**src/acm_pkg.sv**
```systemverilog
`timescale 1ns / 1ps

package acm_pkg;

	localparam int NUM_ANTS           = 8;
	localparam int ARCHIVE_LEN        = 8;
	localparam int WEIGHT_TABLE_DEPTH = 256;

	// register file: two archive banks, then the ant slots
	localparam int POOL_DEPTH = 2 * ARCHIVE_LEN + NUM_ANTS;
	localparam int PIDX_W     = $clog2(POOL_DEPTH);
	localparam int AIDX_W     = $clog2(ARCHIVE_LEN);
	localparam int WIDX_W     = $clog2(WEIGHT_TABLE_DEPTH);
	localparam int SUM_W      = 16 + $clog2(ARCHIVE_LEN + 1);
	localparam int NUM_W      = 32 + $clog2(WEIGHT_TABLE_DEPTH + 1);
	localparam int SPREAD_SH  = 12;

	localparam logic [9:0] THR_COEF = 10'd983;   // 0.015 * 65536

	localparam int CFG_IDX_W = 3;
	localparam logic [CFG_IDX_W-1:0] CFG_MAX_VOLTAGE  = 3'd0;
	localparam logic [CFG_IDX_W-1:0] CFG_ITER_COUNT   = 3'd1;
	localparam logic [CFG_IDX_W-1:0] CFG_INIT_STEP    = 3'd2;
	localparam logic [CFG_IDX_W-1:0] CFG_SPREAD       = 3'd3;
	localparam logic [CFG_IDX_W-1:0] CFG_EVAPORATION  = 3'd4;
	localparam logic [CFG_IDX_W-1:0] CFG_PERTURB_FRAC = 3'd5;

	localparam logic [15:0] RST_MAX_VOLTAGE  = 16'd10240;
	localparam logic [7:0]  RST_ITER_COUNT   = 8'd20;
	localparam logic [15:0] RST_INIT_STEP    = 16'd256;
	localparam logic [15:0] RST_SPREAD       = 16'd256;
	localparam logic [15:0] RST_EVAPORATION  = 16'd655;
	localparam logic [15:0] RST_PERTURB_FRAC = 16'd6554;

	typedef struct packed {
		logic [15:0] voltage;
		logic [15:0] current;
		logic [15:0] random_first;
		logic [15:0] random_second;
	} acm_sample_t;

	typedef struct packed {
		logic [15:0] voltage_setpoint;
	} acm_result_t;

	typedef struct packed {
		logic [15:0] v;
		logic [31:0] p;
	} acm_entry_t;

	typedef struct packed {
		logic              we_v;
		logic              we_p;
		logic [PIDX_W-1:0] idx;
		acm_entry_t        e;
	} acm_wr_t;

	typedef logic [15:0] wtab_t [WEIGHT_TABLE_DEPTH];

	// exp(-8 i / depth) in Q0.16: series for exp(-y/16), squared four times
	function automatic logic [15:0] exp_neg_q16(input logic [63:0] num);
		logic [63:0] u;
		logic [63:0] term;
		logic [63:0] sum;
		logic [63:0] s;
		logic [63:0] q;
		u    = (num << 28) / WEIGHT_TABLE_DEPTH;
		term = 64'd1 << 32;
		sum  = term;
		for (int k = 1; k <= 14; k++) begin
			term = ((term * u) >> 32) / 64'(k);
			if (k[0]) sum = sum - term;
			else      sum = sum + term;
		end
		s = (sum > 64'hFFFF_FFFF) ? 64'hFFFF_FFFF : sum;
		for (int r = 0; r < 4; r++) s = (s * s) >> 32;
		q = (s + 64'd32768) >> 16;
		return (q > 64'd65535) ? 16'hFFFF : q[15:0];
	endfunction

	function automatic wtab_t build_wtab();
		wtab_t t;
		for (int i = 0; i < WEIGHT_TABLE_DEPTH; i++) t[i] = exp_neg_q16(64'(8 * i));
		return t;
	endfunction

	localparam wtab_t WTAB = build_wtab();

endpackage

```
**src/acm_in_if.sv**
```systemverilog
`timescale 1ns / 1ps

interface acm_in_if;
	import acm_pkg::*;
	logic        valid;
	logic        ready;
	acm_sample_t data;
	modport source (output valid, output data, input ready);
	modport sink   (input valid, input data, output ready);
endinterface

```
**src/acm_out_if.sv**
```systemverilog
`timescale 1ns / 1ps

interface acm_out_if;
	import acm_pkg::*;
	logic        valid;
	logic        ready;
	acm_result_t data;
	modport source (output valid, output data, input ready);
	modport sink   (input valid, input data, output ready);
endinterface

```
**src/ant_colony_mppt_tracker_top.sv**
```systemverilog
`timescale 1ns / 1ps

// Ant colony MPPT tracker.
// sample: one transaction per control step carries the measured voltage and
//   current (Q8.8) and two uniform random fractions (Q0.16).
// setpoint: one transaction per sample with the next voltage setpoint (Q8.8).
// wr_en/wr_index/wr_data: register writes the user must make only in idle,
// not checked by the block. One sample at a time; ready is high only in idle.
// From the sample transaction to setpoint valid, all work runs through one
//   shared 20x17 multiplier and a sequencer; fill, hold, perturb and ant steps
//   differ in length (a weight division gives one quotient bit per cycle,
//   and the roulette walks the archive entries in turn).
//   The first ant of a round adds the archive swap-sort; the round end step
//   adds the ant sort.
// Reset clears the phase counters, best voltage, last power and loads the
// register reset values; archive and ant stores are written before use.
// A finished result waits in the output register; if the receiver stalls
// a second result waits until the first is taken.
module ant_colony_mppt_tracker_top (
	input  logic                        clk,
	input  logic                        arst_n,
	acm_in_if.sink                      sample,
	acm_out_if.source                   setpoint,
	input  logic                        wr_en,
	input  logic [acm_pkg::CFG_IDX_W-1:0] wr_index,
	input  logic [15:0]                 wr_data
);
	import acm_pkg::*;

	localparam int FILL_W = $clog2(ARCHIVE_LEN + 2);
	localparam int ANT_W  = $clog2(NUM_ANTS + 1);
	localparam int MAXN   = (ARCHIVE_LEN > NUM_ANTS) ? ARCHIVE_LEN : NUM_ANTS;
	localparam int SIDX_W = $clog2(MAXN);
	localparam int MI_W   = $clog2(ARCHIVE_LEN + 1);
	localparam int MB_W   = $clog2(NUM_ANTS + 1);
	localparam int BIT_W  = $clog2(WIDX_W);
	localparam int MUL_W  = SUM_W + 17;
	localparam logic [PIDX_W-1:0] TBASE = PIDX_W'(2 * ARCHIVE_LEN);

	typedef enum logic [4:0] {
		ST_IDLE, ST_PWR, ST_DISP, ST_FILL, ST_BR,
		ST_SLD, ST_SCMP, ST_SWB,
		ST_CA0, ST_CD, ST_CQ, ST_CDIV, ST_CW, ST_CR1, ST_CR2, ST_CROUL, ST_CDX,
		ST_MLA, ST_MLB, ST_MG, ST_RND, ST_RND2,
		ST_HTHR, ST_PT1, ST_PT2, ST_OUT
	} state_t;

	state_t state_q;

	// configuration
	logic [15:0] max_v_q, init_sw_q, spread_q, evap_q, pfrac_q;
	logic [7:0]  iter_q;

	// phase state
	logic [FILL_W-1:0] fill_q;
	logic [7:0]        round_q;
	logic [ANT_W-1:0]  ant_q;
	logic [AIDX_W-1:0] ri_q;
	logic              ract_q;
	logic [15:0]       best_q, sw_q;
	logic [31:0]       last_q;
	logic              bank_q;

	// working registers
	acm_sample_t       in_q;
	logic [31:0]       p_q;
	logic              sort_ant_q;
	logic [SIDX_W-1:0] si_q, sj_q;
	acm_entry_t        cur_q, cur_a_q, cur_b_q;
	logic [15:0]       av0_q;
	logic [AIDX_W-1:0] k_q, ref_q;
	logic [SUM_W-1:0]  sum_q, cumul_q;
	logic [NUM_W-1:0]  rem_q;
	logic [WIDX_W-1:0] q_q;
	logic [BIT_W-1:0]  bit_q;
	logic [SUM_W+15:0] rs_q;
	logic [MI_W-1:0]   ma_q, mi_q;
	logic [MB_W-1:0]   mb_q;
	logic [15:0]       res_q;
	logic              out_v_q;
	logic [15:0]       out_d_q;
	logic [MUL_W-1:0]  mul_q;
	logic [15:0]       wt_q [ARCHIVE_LEN];

	// shared multiplier and store ports
	logic [SUM_W-1:0]  mul_a;
	logic [16:0]       mul_b;
	logic [PIDX_W-1:0] rd_idx;
	acm_entry_t        rd;
	acm_wr_t           wr;
	logic              wt_we;
	logic [15:0]       wt_val;

	acm_store u_store (
		.clk     (clk),
		.rd_idx  (rd_idx),
		.rd_data (rd),
		.wr      (wr)
	);

	logic [PIDX_W-1:0] abase, nbase, sbase;
	logic [SIDX_W-1:0] slast;
	assign abase = bank_q ? PIDX_W'(ARCHIVE_LEN) : '0;
	assign nbase = bank_q ? '0 : PIDX_W'(ARCHIVE_LEN);
	assign sbase = sort_ant_q ? TBASE : abase;
	assign slast = sort_ant_q ? SIDX_W'(NUM_ANTS - 1) : SIDX_W'(ARCHIVE_LEN - 1);

	logic accept;
	assign accept         = sample.valid && sample.ready;
	assign sample.ready   = (state_q == ST_IDLE);
	assign setpoint.valid = out_v_q;
	assign setpoint.data.voltage_setpoint = out_d_q;

	// datapath pieces
	logic [15:0] sp_eff;
	logic [27:0] den;
	logic [NUM_W-1:0] trial;
	logic [16:0] dsub;
	logic [15:0] absd;
	logic        div_zero;
	logic [16:0] dx_hi;
	logic [18:0] cand_s;
	logic [15:0] cand;
	logic        swap;
	logic        take_b;
	logic [MB_W-1:0] mb_n;
	logic [AIDX_W-1:0] ref_n;
	logic        roul_go;
	logic        last_k;
	logic [17:0] thr;
	logic [31:0] dmag;
	logic        act;
	logic [15:0] delta;
	logic [16:0] pt_up, pt_t0;
	logic [15:0] pt_dn, pt;

	assign sp_eff   = (spread_q == '0) ? 16'd1 : spread_q;
	assign den      = {sp_eff, {SPREAD_SH{1'b0}}};
	assign trial    = NUM_W'(den) << bit_q;
	assign dsub     = {1'b0, av0_q} - {1'b0, rd.v};
	assign absd     = dsub[16] ? 16'(-dsub) : dsub[15:0];
	assign div_zero = mul_q[31:0] >= {4'b0, den};
	assign dx_hi    = mul_q[31:15];
	assign cand_s   = {3'b0, rd.v} + {2'b0, dx_hi} - {3'b0, sw_q};
	assign cand     = cand_s[18] ? 16'd0 : (cand_s[16] ? 16'hFFFF : cand_s[15:0]);
	assign swap     = cur_q.p < rd.p;
	assign take_b   = (mb_q < MB_W'(NUM_ANTS)) && !(cur_a_q.p > cur_b_q.p);
	assign mb_n     = mb_q + 1'b1;
	assign ref_n    = (ref_q == AIDX_W'(ARCHIVE_LEN - 1)) ? '0 : ref_q + 1'b1;
	assign roul_go  = (ref_q < AIDX_W'(ARCHIVE_LEN - 1)) && (rs_q >= {cumul_q, 16'b0});
	assign last_k   = (k_q == AIDX_W'(ARCHIVE_LEN - 1));
	assign thr      = mul_q[25:8];
	assign dmag     = (p_q > last_q) ? p_q - last_q : last_q - p_q;
	assign act      = ract_q || (dmag > 32'(thr));
	assign delta    = mul_q[31:16];
	assign pt_up    = {1'b0, rd.v} + {1'b0, delta};
	assign pt_dn    = (rd.v >= delta) ? rd.v - delta : 16'd0;
	assign pt_t0    = in_q.random_second[15] ? {1'b0, pt_dn} : pt_up;
	assign pt       = (pt_t0 > {1'b0, max_v_q}) ? max_v_q : pt_t0[15:0];

	// operand select
	always_comb begin
		mul_a = '0;
		mul_b = '0;
		case (state_q)
			ST_PWR: begin
				mul_a = SUM_W'(in_q.voltage);
				mul_b = {1'b0, in_q.current};
			end
			ST_DISP: begin
				mul_a = SUM_W'(max_v_q);
				mul_b = {1'b0, in_q.random_first};
			end
			ST_BR: begin
				mul_a = SUM_W'(max_v_q);
				mul_b = 17'(THR_COEF);
			end
			ST_CD: begin
				mul_a = SUM_W'(absd);
				mul_b = {1'b0, absd};
			end
			ST_CR1: begin
				mul_a = sum_q;
				mul_b = {1'b0, in_q.random_first};
			end
			ST_CROUL: begin
				mul_a = SUM_W'(sw_q);
				mul_b = {1'b0, in_q.random_second};
			end
			ST_RND: begin
				mul_a = SUM_W'(sw_q);
				mul_b = 17'h10000 - {1'b0, evap_q};
			end
			ST_HTHR: begin
				mul_a = SUM_W'(pfrac_q);
				mul_b = {1'b0, max_v_q};
			end
			ST_PT1: begin
				mul_a = SUM_W'(mul_q[31:16]);
				mul_b = {1'b0, in_q.random_first};
			end
			default: ;
		endcase
	end

	always_ff @(posedge clk) mul_q <= mul_a * mul_b;

	// store addressing
	always_comb begin
		rd_idx = abase;
		wr     = '0;
		wt_we  = 1'b0;
		wt_val = '0;
		case (state_q)
			ST_DISP: begin
				wr.e.p = mul_q[31:0];
				if (fill_q < FILL_W'(ARCHIVE_LEN)) begin
					wr.we_p = (fill_q != '0);
					wr.idx  = abase + PIDX_W'(fill_q) - 1'b1;
				end else if (fill_q == FILL_W'(ARCHIVE_LEN)) begin
					wr.we_p = 1'b1;
					wr.idx  = abase + PIDX_W'(ARCHIVE_LEN - 1);
				end
			end
			ST_FILL: begin
				wr.we_v = 1'b1;
				wr.idx  = abase + PIDX_W'(fill_q);
				wr.e.v  = mul_q[31:16];
			end
			ST_BR: begin
				wr.we_p = (round_q < iter_q) && (ant_q != '0);
				wr.idx  = TBASE + PIDX_W'(ant_q) - 1'b1;
				wr.e.p  = p_q;
			end
			ST_SLD: rd_idx = sbase + PIDX_W'(si_q);
			ST_SCMP: begin
				rd_idx  = sbase + PIDX_W'(sj_q);
				wr.we_v = swap;
				wr.we_p = swap;
				wr.idx  = sbase + PIDX_W'(sj_q);
				wr.e    = cur_q;
			end
			ST_SWB: begin
				wr.we_v = 1'b1;
				wr.we_p = 1'b1;
				wr.idx  = sbase + PIDX_W'(si_q);
				wr.e    = cur_q;
			end
			ST_CD: rd_idx = abase + PIDX_W'(k_q);
			ST_CQ: begin
				wt_we  = div_zero;
				wt_val = '0;
			end
			ST_CW: begin
				wt_we  = 1'b1;
				wt_val = WTAB[q_q];
			end
			ST_CDX: begin
				rd_idx  = abase + PIDX_W'(ref_q);
				wr.we_v = 1'b1;
				wr.idx  = TBASE + PIDX_W'(ant_q);
				wr.e.v  = cand;
			end
			ST_MLB: rd_idx = TBASE;
			ST_MG: begin
				if (take_b)
					rd_idx = (mb_n < MB_W'(NUM_ANTS)) ? TBASE + PIDX_W'(mb_n) : TBASE;
				else
					rd_idx = abase + PIDX_W'(ma_q) + 1'b1;
				wr.we_v = (mi_q != MI_W'(ARCHIVE_LEN));
				wr.we_p = (mi_q != MI_W'(ARCHIVE_LEN));
				wr.idx  = nbase + PIDX_W'(mi_q);
				wr.e    = take_b ? cur_b_q : cur_a_q;
			end
			ST_HTHR: begin
				wr.we_p = act && (ri_q != '0);
				wr.idx  = abase + PIDX_W'(ri_q) - 1'b1;
				wr.e.p  = p_q;
			end
			ST_PT2: begin
				rd_idx  = abase + PIDX_W'(ri_q);
				wr.we_v = 1'b1;
				wr.idx  = abase + PIDX_W'(ri_q);
				wr.e.v  = pt;
			end
			default: ;
		endcase
	end

	always_ff @(posedge clk) begin
		if (wt_we) wt_q[k_q] <= wt_val;
	end

	// sequencer
	always_ff @(posedge clk or negedge arst_n) begin
		if (!arst_n) begin
			state_q   <= ST_IDLE;
			max_v_q   <= RST_MAX_VOLTAGE;
			iter_q    <= RST_ITER_COUNT;
			init_sw_q <= RST_INIT_STEP;
			spread_q  <= RST_SPREAD;
			evap_q    <= RST_EVAPORATION;
			pfrac_q   <= RST_PERTURB_FRAC;
			fill_q    <= '0;
			round_q   <= '0;
			ant_q     <= '0;
			ri_q      <= '0;
			ract_q    <= 1'b0;
			best_q    <= '0;
			last_q    <= '0;
			sw_q      <= RST_INIT_STEP;
			bank_q    <= 1'b0;
			out_v_q   <= 1'b0;
		end else begin
			if (wr_en) begin
				case (wr_index)
					CFG_MAX_VOLTAGE:  max_v_q   <= wr_data;
					CFG_ITER_COUNT:   iter_q    <= wr_data[7:0];
					CFG_INIT_STEP:    init_sw_q <= wr_data;
					CFG_SPREAD:       spread_q  <= wr_data;
					CFG_EVAPORATION:  evap_q    <= wr_data;
					CFG_PERTURB_FRAC: pfrac_q   <= wr_data;
					default: ;
				endcase
			end
			if (out_v_q && setpoint.ready) out_v_q <= 1'b0;

			case (state_q)
				ST_IDLE: begin
					if (accept) begin
						in_q    <= sample.data;
						state_q <= ST_PWR;
					end
				end
				ST_PWR: state_q <= ST_DISP;
				ST_DISP: begin
					p_q <= mul_q[31:0];
					if (fill_q < FILL_W'(ARCHIVE_LEN)) begin
						state_q <= ST_FILL;
					end else begin
						if (fill_q == FILL_W'(ARCHIVE_LEN)) fill_q <= fill_q + 1'b1;
						state_q <= ST_BR;
					end
				end
				ST_FILL: begin
					res_q   <= mul_q[31:16];
					fill_q  <= fill_q + 1'b1;
					state_q <= ST_OUT;
				end
				ST_BR: begin
					if (round_q < iter_q) begin
						si_q <= '0;
						if (ant_q == '0) begin
							sort_ant_q <= 1'b0;
							state_q    <= ST_SLD;
						end else if (ant_q < ANT_W'(NUM_ANTS)) begin
							state_q <= ST_CA0;
						end else begin
							sort_ant_q <= 1'b1;
							state_q    <= ST_SLD;
						end
					end else begin
						state_q <= ST_HTHR;
					end
				end
				// swap-sort: hold entry i, sweep j over the rest
				ST_SLD: begin
					cur_q   <= rd;
					sj_q    <= si_q + 1'b1;
					state_q <= ST_SCMP;
				end
				ST_SCMP: begin
					if (swap) cur_q <= rd;
					if (sj_q == slast) state_q <= ST_SWB;
					else sj_q <= sj_q + 1'b1;
				end
				ST_SWB: begin
					if (si_q == slast - 1'b1)
						state_q <= sort_ant_q ? ST_MLA : ST_CA0;
					else begin
						si_q    <= si_q + 1'b1;
						state_q <= ST_SLD;
					end
				end
				// candidate: weights, roulette, random step
				ST_CA0: begin
					av0_q   <= rd.v;
					k_q     <= '0;
					sum_q   <= '0;
					state_q <= ST_CD;
				end
				ST_CD: state_q <= ST_CQ;
				ST_CQ: begin
					if (div_zero) begin
						if (last_k) state_q <= ST_CR1;
						else begin
							k_q     <= k_q + 1'b1;
							state_q <= ST_CD;
						end
					end else begin
						rem_q   <= NUM_W'(mul_q[31:0]) * NUM_W'(WEIGHT_TABLE_DEPTH);
						q_q     <= '0;
						bit_q   <= BIT_W'(WIDX_W - 1);
						state_q <= ST_CDIV;
					end
				end
				ST_CDIV: begin
					if (rem_q >= trial) begin
						rem_q        <= rem_q - trial;
						q_q[bit_q]   <= 1'b1;
					end
					if (bit_q == '0) state_q <= ST_CW;
					else bit_q <= bit_q - 1'b1;
				end
				ST_CW: begin
					sum_q <= sum_q + SUM_W'(WTAB[q_q]);
					if (last_k) state_q <= ST_CR1;
					else begin
						k_q     <= k_q + 1'b1;
						state_q <= ST_CD;
					end
				end
				ST_CR1: begin
					ref_q   <= '0;
					cumul_q <= SUM_W'(wt_q[0]);
					state_q <= ST_CR2;
				end
				ST_CR2: begin
					rs_q    <= mul_q[SUM_W+15:0];
					state_q <= ST_CROUL;
				end
				ST_CROUL: begin
					if (roul_go) begin
						ref_q   <= ref_n;
						cumul_q <= cumul_q + SUM_W'(wt_q[ref_n]);
					end else begin
						state_q <= ST_CDX;
					end
				end
				ST_CDX: begin
					res_q   <= cand;
					ant_q   <= ant_q + 1'b1;
					state_q <= ST_OUT;
				end
				// merge sorted archive and ants into the other bank
				ST_MLA: begin
					cur_a_q <= rd;
					ma_q    <= '0;
					mi_q    <= '0;
					mb_q    <= '0;
					state_q <= ST_MLB;
				end
				ST_MLB: begin
					cur_b_q <= rd;
					state_q <= ST_MG;
				end
				ST_MG: begin
					if (mi_q == MI_W'(ARCHIVE_LEN)) begin
						bank_q  <= ~bank_q;
						state_q <= ST_RND;
					end else begin
						if (take_b) begin
							cur_b_q <= rd;
							mb_q    <= mb_n;
						end else begin
							cur_a_q <= rd;
							ma_q    <= ma_q + 1'b1;
						end
						mi_q <= mi_q + 1'b1;
					end
				end
				ST_RND: state_q <= ST_RND2;
				ST_RND2: begin
					sw_q    <= mul_q[31:16];
					round_q <= round_q + 1'b1;
					ant_q   <= '0;
					best_q  <= rd.v;
					last_q  <= rd.p;
					res_q   <= rd.v;
					state_q <= ST_OUT;
				end
				// hold, and archive perturbation on a power jump
				ST_HTHR: begin
					if (act) begin
						ract_q  <= 1'b1;
						state_q <= ST_PT1;
					end else begin
						res_q   <= best_q;
						state_q <= ST_OUT;
					end
				end
				ST_PT1: state_q <= ST_PT2;
				ST_PT2: begin
					res_q <= pt;
					if (ri_q < AIDX_W'(ARCHIVE_LEN - 1)) begin
						ri_q <= ri_q + 1'b1;
					end else begin
						round_q <= '0;
						ant_q   <= '0;
						sw_q    <= init_sw_q;
						ri_q    <= '0;
						ract_q  <= 1'b0;
					end
					state_q <= ST_OUT;
				end
				ST_OUT: begin
					if (!out_v_q || setpoint.ready) begin
						out_v_q <= 1'b1;
						out_d_q <= res_q;
						state_q <= ST_IDLE;
					end
				end
				default: state_q <= ST_IDLE;
			endcase
		end
	end

`ifndef SYNTHESIS
	// perturbation index only moves while a perturbation runs
	a_reinit_idle: assert property (@(posedge clk) disable iff (!arst_n)
		!ract_q |-> (ri_q == '0))
		else $error("reinit index set while no perturbation is active");

	// merge never consumes more entries than it has written
	a_merge_order: assert property (@(posedge clk) disable iff (!arst_n)
		(state_q == ST_MG) |-> (ma_q <= mi_q) && (MI_W'(mb_q) <= mi_q))
		else $error("merge read pointers ran ahead of write pointer");

	// one sample at a time: no transaction right after one is taken
	a_one_item: assert property (@(posedge clk) disable iff (!arst_n)
		accept |=> !sample.ready)
		else $error("sample accepted while previous one still in work");
`endif

endmodule

```
**src/acm_store.sv**
```systemverilog
`timescale 1ns / 1ps

// archive banks and ant slots: one read, one write (voltage and power lanes)
module acm_store (
	input  logic                     clk,
	input  logic [acm_pkg::PIDX_W-1:0] rd_idx,
	output acm_pkg::acm_entry_t      rd_data,
	input  acm_pkg::acm_wr_t         wr
);
	import acm_pkg::*;

	acm_entry_t mem [POOL_DEPTH];

	always_ff @(posedge clk) begin
		if (wr.we_v) mem[wr.idx].v <= wr.e.v;
		if (wr.we_p) mem[wr.idx].p <= wr.e.p;
	end

	assign rd_data = mem[rd_idx];

endmodule
```
**src/flat_wrapper.sv**
```systemverilog
// flat-port wrapper written by rule: the top's interface ports become plain ports
module ant_colony_mppt_tracker_top_flat import acm_pkg::*;
  (clk, arst_n, wr_en, wr_index, wr_data, sample_valid, sample_data, sample_ready, setpoint_valid, setpoint_data, setpoint_ready);
  acm_in_if sample_i ();
  acm_out_if setpoint_i ();
  input  logic clk;
  input  logic arst_n;
  input  logic wr_en;
  input  logic [acm_pkg::CFG_IDX_W-1:0] wr_index;
  input  logic [15:0] wr_data;
  input wire logic [$bits(sample_i.valid)-1:0] sample_valid;
  input wire logic [$bits(sample_i.data)-1:0] sample_data;
  output wire logic [$bits(sample_i.ready)-1:0] sample_ready;
  output wire logic [$bits(setpoint_i.valid)-1:0] setpoint_valid;
  output wire logic [$bits(setpoint_i.data)-1:0] setpoint_data;
  input wire logic [$bits(setpoint_i.ready)-1:0] setpoint_ready;
  assign sample_i.valid = sample_valid;
  assign sample_i.data = sample_data;
  assign sample_ready = sample_i.ready;
  assign setpoint_valid = setpoint_i.valid;
  assign setpoint_data = setpoint_i.data;
  assign setpoint_i.ready = setpoint_ready;
  ant_colony_mppt_tracker_top u_core (.clk(clk), .arst_n(arst_n), .sample(sample_i), .setpoint(setpoint_i), .wr_en(wr_en), .wr_index(wr_index), .wr_data(wr_data));
endmodule
```
**config.mk**
```make
export PLATFORM = sky130hd
export DESIGN_NAME = ant_colony_mppt_tracker_top_flat
export DESIGN_NICKNAME = d
export VERILOG_FILES = /design/src/acm_pkg.sv /design/src/acm_in_if.sv /design/src/acm_out_if.sv /design/src/ant_colony_mppt_tracker_top.sv /design/src/acm_store.sv /design/src/flat_wrapper.sv
export SDC_FILE = /design/constraint.sdc
export NUM_CORES = 2
export LEC_CHECK = 0
export ABC_AREA = 1
export BUFFER_PORTS_ARGS = -buffer_cell sky130_fd_sc_hd__buf_2
export CORE_ASPECT_RATIO = 1.2
export CORE_MARGIN = 4
export CORE_UTILIZATION = 30
export CTS_CLUSTER_DIAMETER = 120
export DETAILED_ROUTE_END_ITERATION = 10
export PLACE_DENSITY = 0.51
export SLEW_MARGIN = 10
export SYNTH_ARGS = -nofsm -noshare
export SYNTH_HDL_FRONTEND = slang
export SYNTH_SLANG_ARGS = --single-unit
```
**constraint.sdc**
```tcl
create_clock -name clk -period 11.7 [get_ports clk]
set_input_delay 2.34 -clock clk [delete_from_list [all_inputs] [get_ports clk]]
set_output_delay 2.34 -clock clk [all_outputs]
set_load 0.005 [all_outputs]
```
==> summary.md <==
The run finished with clean final reports. The synthesized design contains 1709 enable-type register cells. After layout, the design draws a total of 37.1 mW.

The final wirelength is 390000 µm. The critical path's slowest cell is sky130_fd_sc_hd__fa_1. Most common cell after layout, fill and taps aside: sky130_fd_sc_hd__edfxtp_1. The worst hold path begins at u_core.res_q[1]. The share of synthesized registers carrying an async set or reset is 0.0930. The cell-internal power was 20.3 mW.

The number of failing hold endpoints at the final stage came out at 0. VDD sags by at most 0.208 mV. The initial core utilization was 0.301; the maximum fanout along the worst path was 7.

The run gives 0.248 as the part of the power in registers. Worst setup margin: 0.332 ns. The worst hold path belongs to the class reg -> reg. The ratio of cells with drive above 1 in the final layout came out at 0.147.

Detailed placement ended at an HPWL of 273000 µm. The top cell types in the final layout, fill and taps aside, are sky130_fd_sc_hd__edfxtp_1, sky130_fd_sc_hd__nand2_1, sky130_fd_sc_hd__nor2_1, sky130_fd_sc_hd__inv_1, sky130_fd_sc_hd__o21ai_0. TritonCTS built the clock tree.

Detailed routing inserted a total of 81145 vias. Averaged over all synthesized cells, the footprint is 10.2 µm². The startpoint identified for the worst register-to-register timing path is u_core.cur_a_q[23]. The share of total power in the clock network is 0.176, and the number of design rule violations left after detail routing is 0.

The required arrival time at the worst endpoint came out at 12.51 ns. For the pin with the worst max-slew slack, the measured transition is 1.25 ns. In this run the number of H-tree levels came out at 4.

The first detailed-routing pass ran for 6 iterations. The leakage component of the power was 48.5 nW. CTS placed an instance of sky130_fd_sc_hd__clkbuf_16 at the clock tree root. The delay of the slowest cell on the worst path is 0.61 ns.

The first global-routing pass estimated 557000 µm of wire. For the count of cell types in the netlist, the log shows 76. Clock tree synthesis found a total of 1924 sinks.

The share of the cycle needed by the critical path after routing came out at 0.972. The analysis attributes to net switching a power of 16.8 mW. The top cell type's share of synthesized area works out to 0.494. The number of clock buffers added by TritonCTS is 206. The floorplan has 236 rows. The number of global-route vias before repair is 79819, and the total negative setup slack is 0 ns. For the power share of the combinational group, the log shows 0.577.

Across the routed clock network, the largest skew measured is 0.159 ns. The number of buffer and inverter stages on the critical path is 18, and the worst slew margin relative to its limit is 0.168. The width of the die came out at 545 µm.

The clock latency reported for the late side of the worst-skew pair is 0.95 ns. The area of the die came out at 356000 µm². From synthesis to final layout, the design area changed by 19.2%. The post-synthesis instance area was 104000 µm². Among the stages of the critical path, the cell type that occurs most often is sky130_fd_sc_hd__nand2_2.

Ranked by total cell area, the synthesized netlist is headed by sky130_fd_sc_hd__edfxtp_1, sky130_fd_sc_hd__nand2_1, sky130_fd_sc_hd__ha_1, sky130_fd_sc_hd__fa_1, sky130_fd_sc_hd__nor2_1. The number of buffers on the longest clock path is 4. Category of cells accounting for the largest share of critical-path delay: adder cells. The tools report the violation count after the first detailed-route iteration as 7705. Type of the worst setup path: reg -> reg. The number of warnings printed during yosys synthesis was 0.

Setup repair after global routing could not meet its margin everywhere. The number of antenna violations at the first check in global routing was 16. For the portion of the post-synthesis area used by sequential elements, the log shows 0.545. The placeable core region is 345000 µm², and the fraction of power spent switching nets is 0.452. The final cell utilization of the core was 0.359.

The post-cts hold buffer count is 0. The worst setup path is launched from a flip-flop. The power density over the cells was 300 nW/µm². Endpoint type of the worst setup path: a flip-flop. The pin count of the biggest net entering global routing was 162; the number of routed nets with antenna violations was 0. The clock-pin slew on the worst setup and hold paths is 0.06 ns, and the weighted congestion reported at the end of routability-driven placement is 0.984. The final number of setup-violating endpoints is 0. In the final routed layout, each cell accounts on average for 25.0 µm.

For the number of top-level pins, the log shows 106. The post-synthesis cell count is 10222, and the achievable frequency is 0.0880 GHz. Cell taking the most area after synthesis: sky130_fd_sc_hd__edfxtp_1. The port buffer count is 105.

The global router's overall resource usage was 0.212; the clock period minus worst slack was 11.37 ns. Across the run, the number of max-cap violations was 0. After synthesis the netlist holds a flip-flop and latch count of 1924. The height of the die is 652 µm. After the last flow step, the layout net total stands at 11736.

The run gives 0 as the number of max-slew violations in the final report. The tools report the arrival time of data at the critical path endpoint as 12.18 ns. OpenSTA, run right after detailed placement, puts the worst setup slack at -1.06 ns. Global routing finished with a remaining overflow of 0. The tools report the launching element of the worst setup path as u_core.cur_a_q[23]. Using the TritonRoute via totals, the vias-per-cell ratio works out to 5.21. The dominant synthesized flop cell is sky130_fd_sc_hd__edfxtp_1. Hold is met by 0.371 ns.
==> timing repair <==
action,CTS,global route
cloned,3,3
gates resized for setup,146,245
setup endpoints to repair,17,17
buffers inserted,35,34
pin swaps,67,106
==> through the flow <==
step                area [µm²]  cells
floorplan               104000  10223
global placement        115000  15114
detailed placement      115000  15114
CTS                     122000  15531
global route            124000  15572
finish                  124000  15580
==> final cells by class <==
| class | count | area, µm² |
|---|---|---|
| inverters | 1116 | 4220 |
| clock inverters | 120 | 1130 |
| flip-flops and latches | 1924 | 56500 |
| multi-input cells | 6713 | 43200 |
| diodes | 15 | 37.5 |
| fillers | 34245 | 221000 |
| clock buffers | 260 | 5490 |
| repair buffers | 910 | 7470 |
| well taps | 4522 | 5660 |
==> synthesized netlist by cell type (100+ instances only) <==
cell type,instances
sky130_fd_sc_hd__dfrtp_1,159
sky130_fd_sc_hd__o21ai_0,773
sky130_fd_sc_hd__fa_1,277
sky130_fd_sc_hd__inv_1,1085
sky130_fd_sc_hd__clkbuf_1,326
sky130_fd_sc_hd__xor2_1,123
sky130_fd_sc_hd__nor2_1,1270
sky130_fd_sc_hd__ha_1,500
sky130_fd_sc_hd__nor3_1,136
sky130_fd_sc_hd__edfxtp_1,1709
sky130_fd_sc_hd__nand3_1,314
sky130_fd_sc_hd__a21oi_1,533
sky130_fd_sc_hd__a221oi_1,100
sky130_fd_sc_hd__nand2_1,1696
==> registers in the layout (all words and copies together) (netlist names), 20 cells and up <==
name                cells
u_core.mul_q           36
u_core.wt_q           128
u_core.sum_q           20
u_core.rem_q           29
u_core.cumul_q         20
u_core.last_q          32
u_core.cur_b_q         48
u_core.in_q            64
u_core.cur_a_q         48
u_core.p_q             32
u_core.rs_q            36
u_core.u_store.mem   1152
u_core.cur_q           48
==> cell families (layout without fill, tap and decap cells) <==
logic type	after synthesis	in the layout	share of synthesized area
AOI/OAI and AO/OA	2209	2209	0.131
xor gates and xnor gates	168	168	0.0142
adders and majority gates	777	777	0.114
buffers and inverters	1586	2406	0.0588
DFF	1924	1924	0.545
muxes	5	5	0.000482
other	2	18	0.0000723
and+or+nand+nor	3551	3551	0.138
==> power groups by stage <==
stage,Clock [mW],Sequential [mW],Combinational (mW)
final,6.52,9.19,21.4
after global routing,6.95,9.22,23.3
after CTS,6.68,9.18,20.3
after detailed placement,0,9.32,19.7
after global placement,0,9.31,19.5
after floorplan,0,9.21,10.7
==> per-layer routing <==
metal / part of all wire / vias to the layer above / track usage
met2: 0.47 / 2924 / 0.349
met5: 0.000036 / - / 0
met3: 0.057 / 746 / 0.0269
li1: - / 36990 / -
met1: 0.41 / 40483 / 0.274
met4: 0.059 / 2 / 0.108
==> worst paths after layout <==
path / to / slack [ns] / cells after the start
min in group asynchronous: u_core.last_q[18] / 1.44 / 1
hold / removal: u_core.setpoint.data[1] / 0.37 / 0
hold reg to reg: u_core.setpoint.data[1] / 0.37 / 0
setup / recovery: u_core.mul_q[35] / 0.33 / 69
max in group asynchronous: u_core.evap_q[8] / 8.93 / 2
setup reg to reg: u_core.mul_q[35] / 0.33 / 69
No activity file was read; power rests on OpenSTA's default activity.
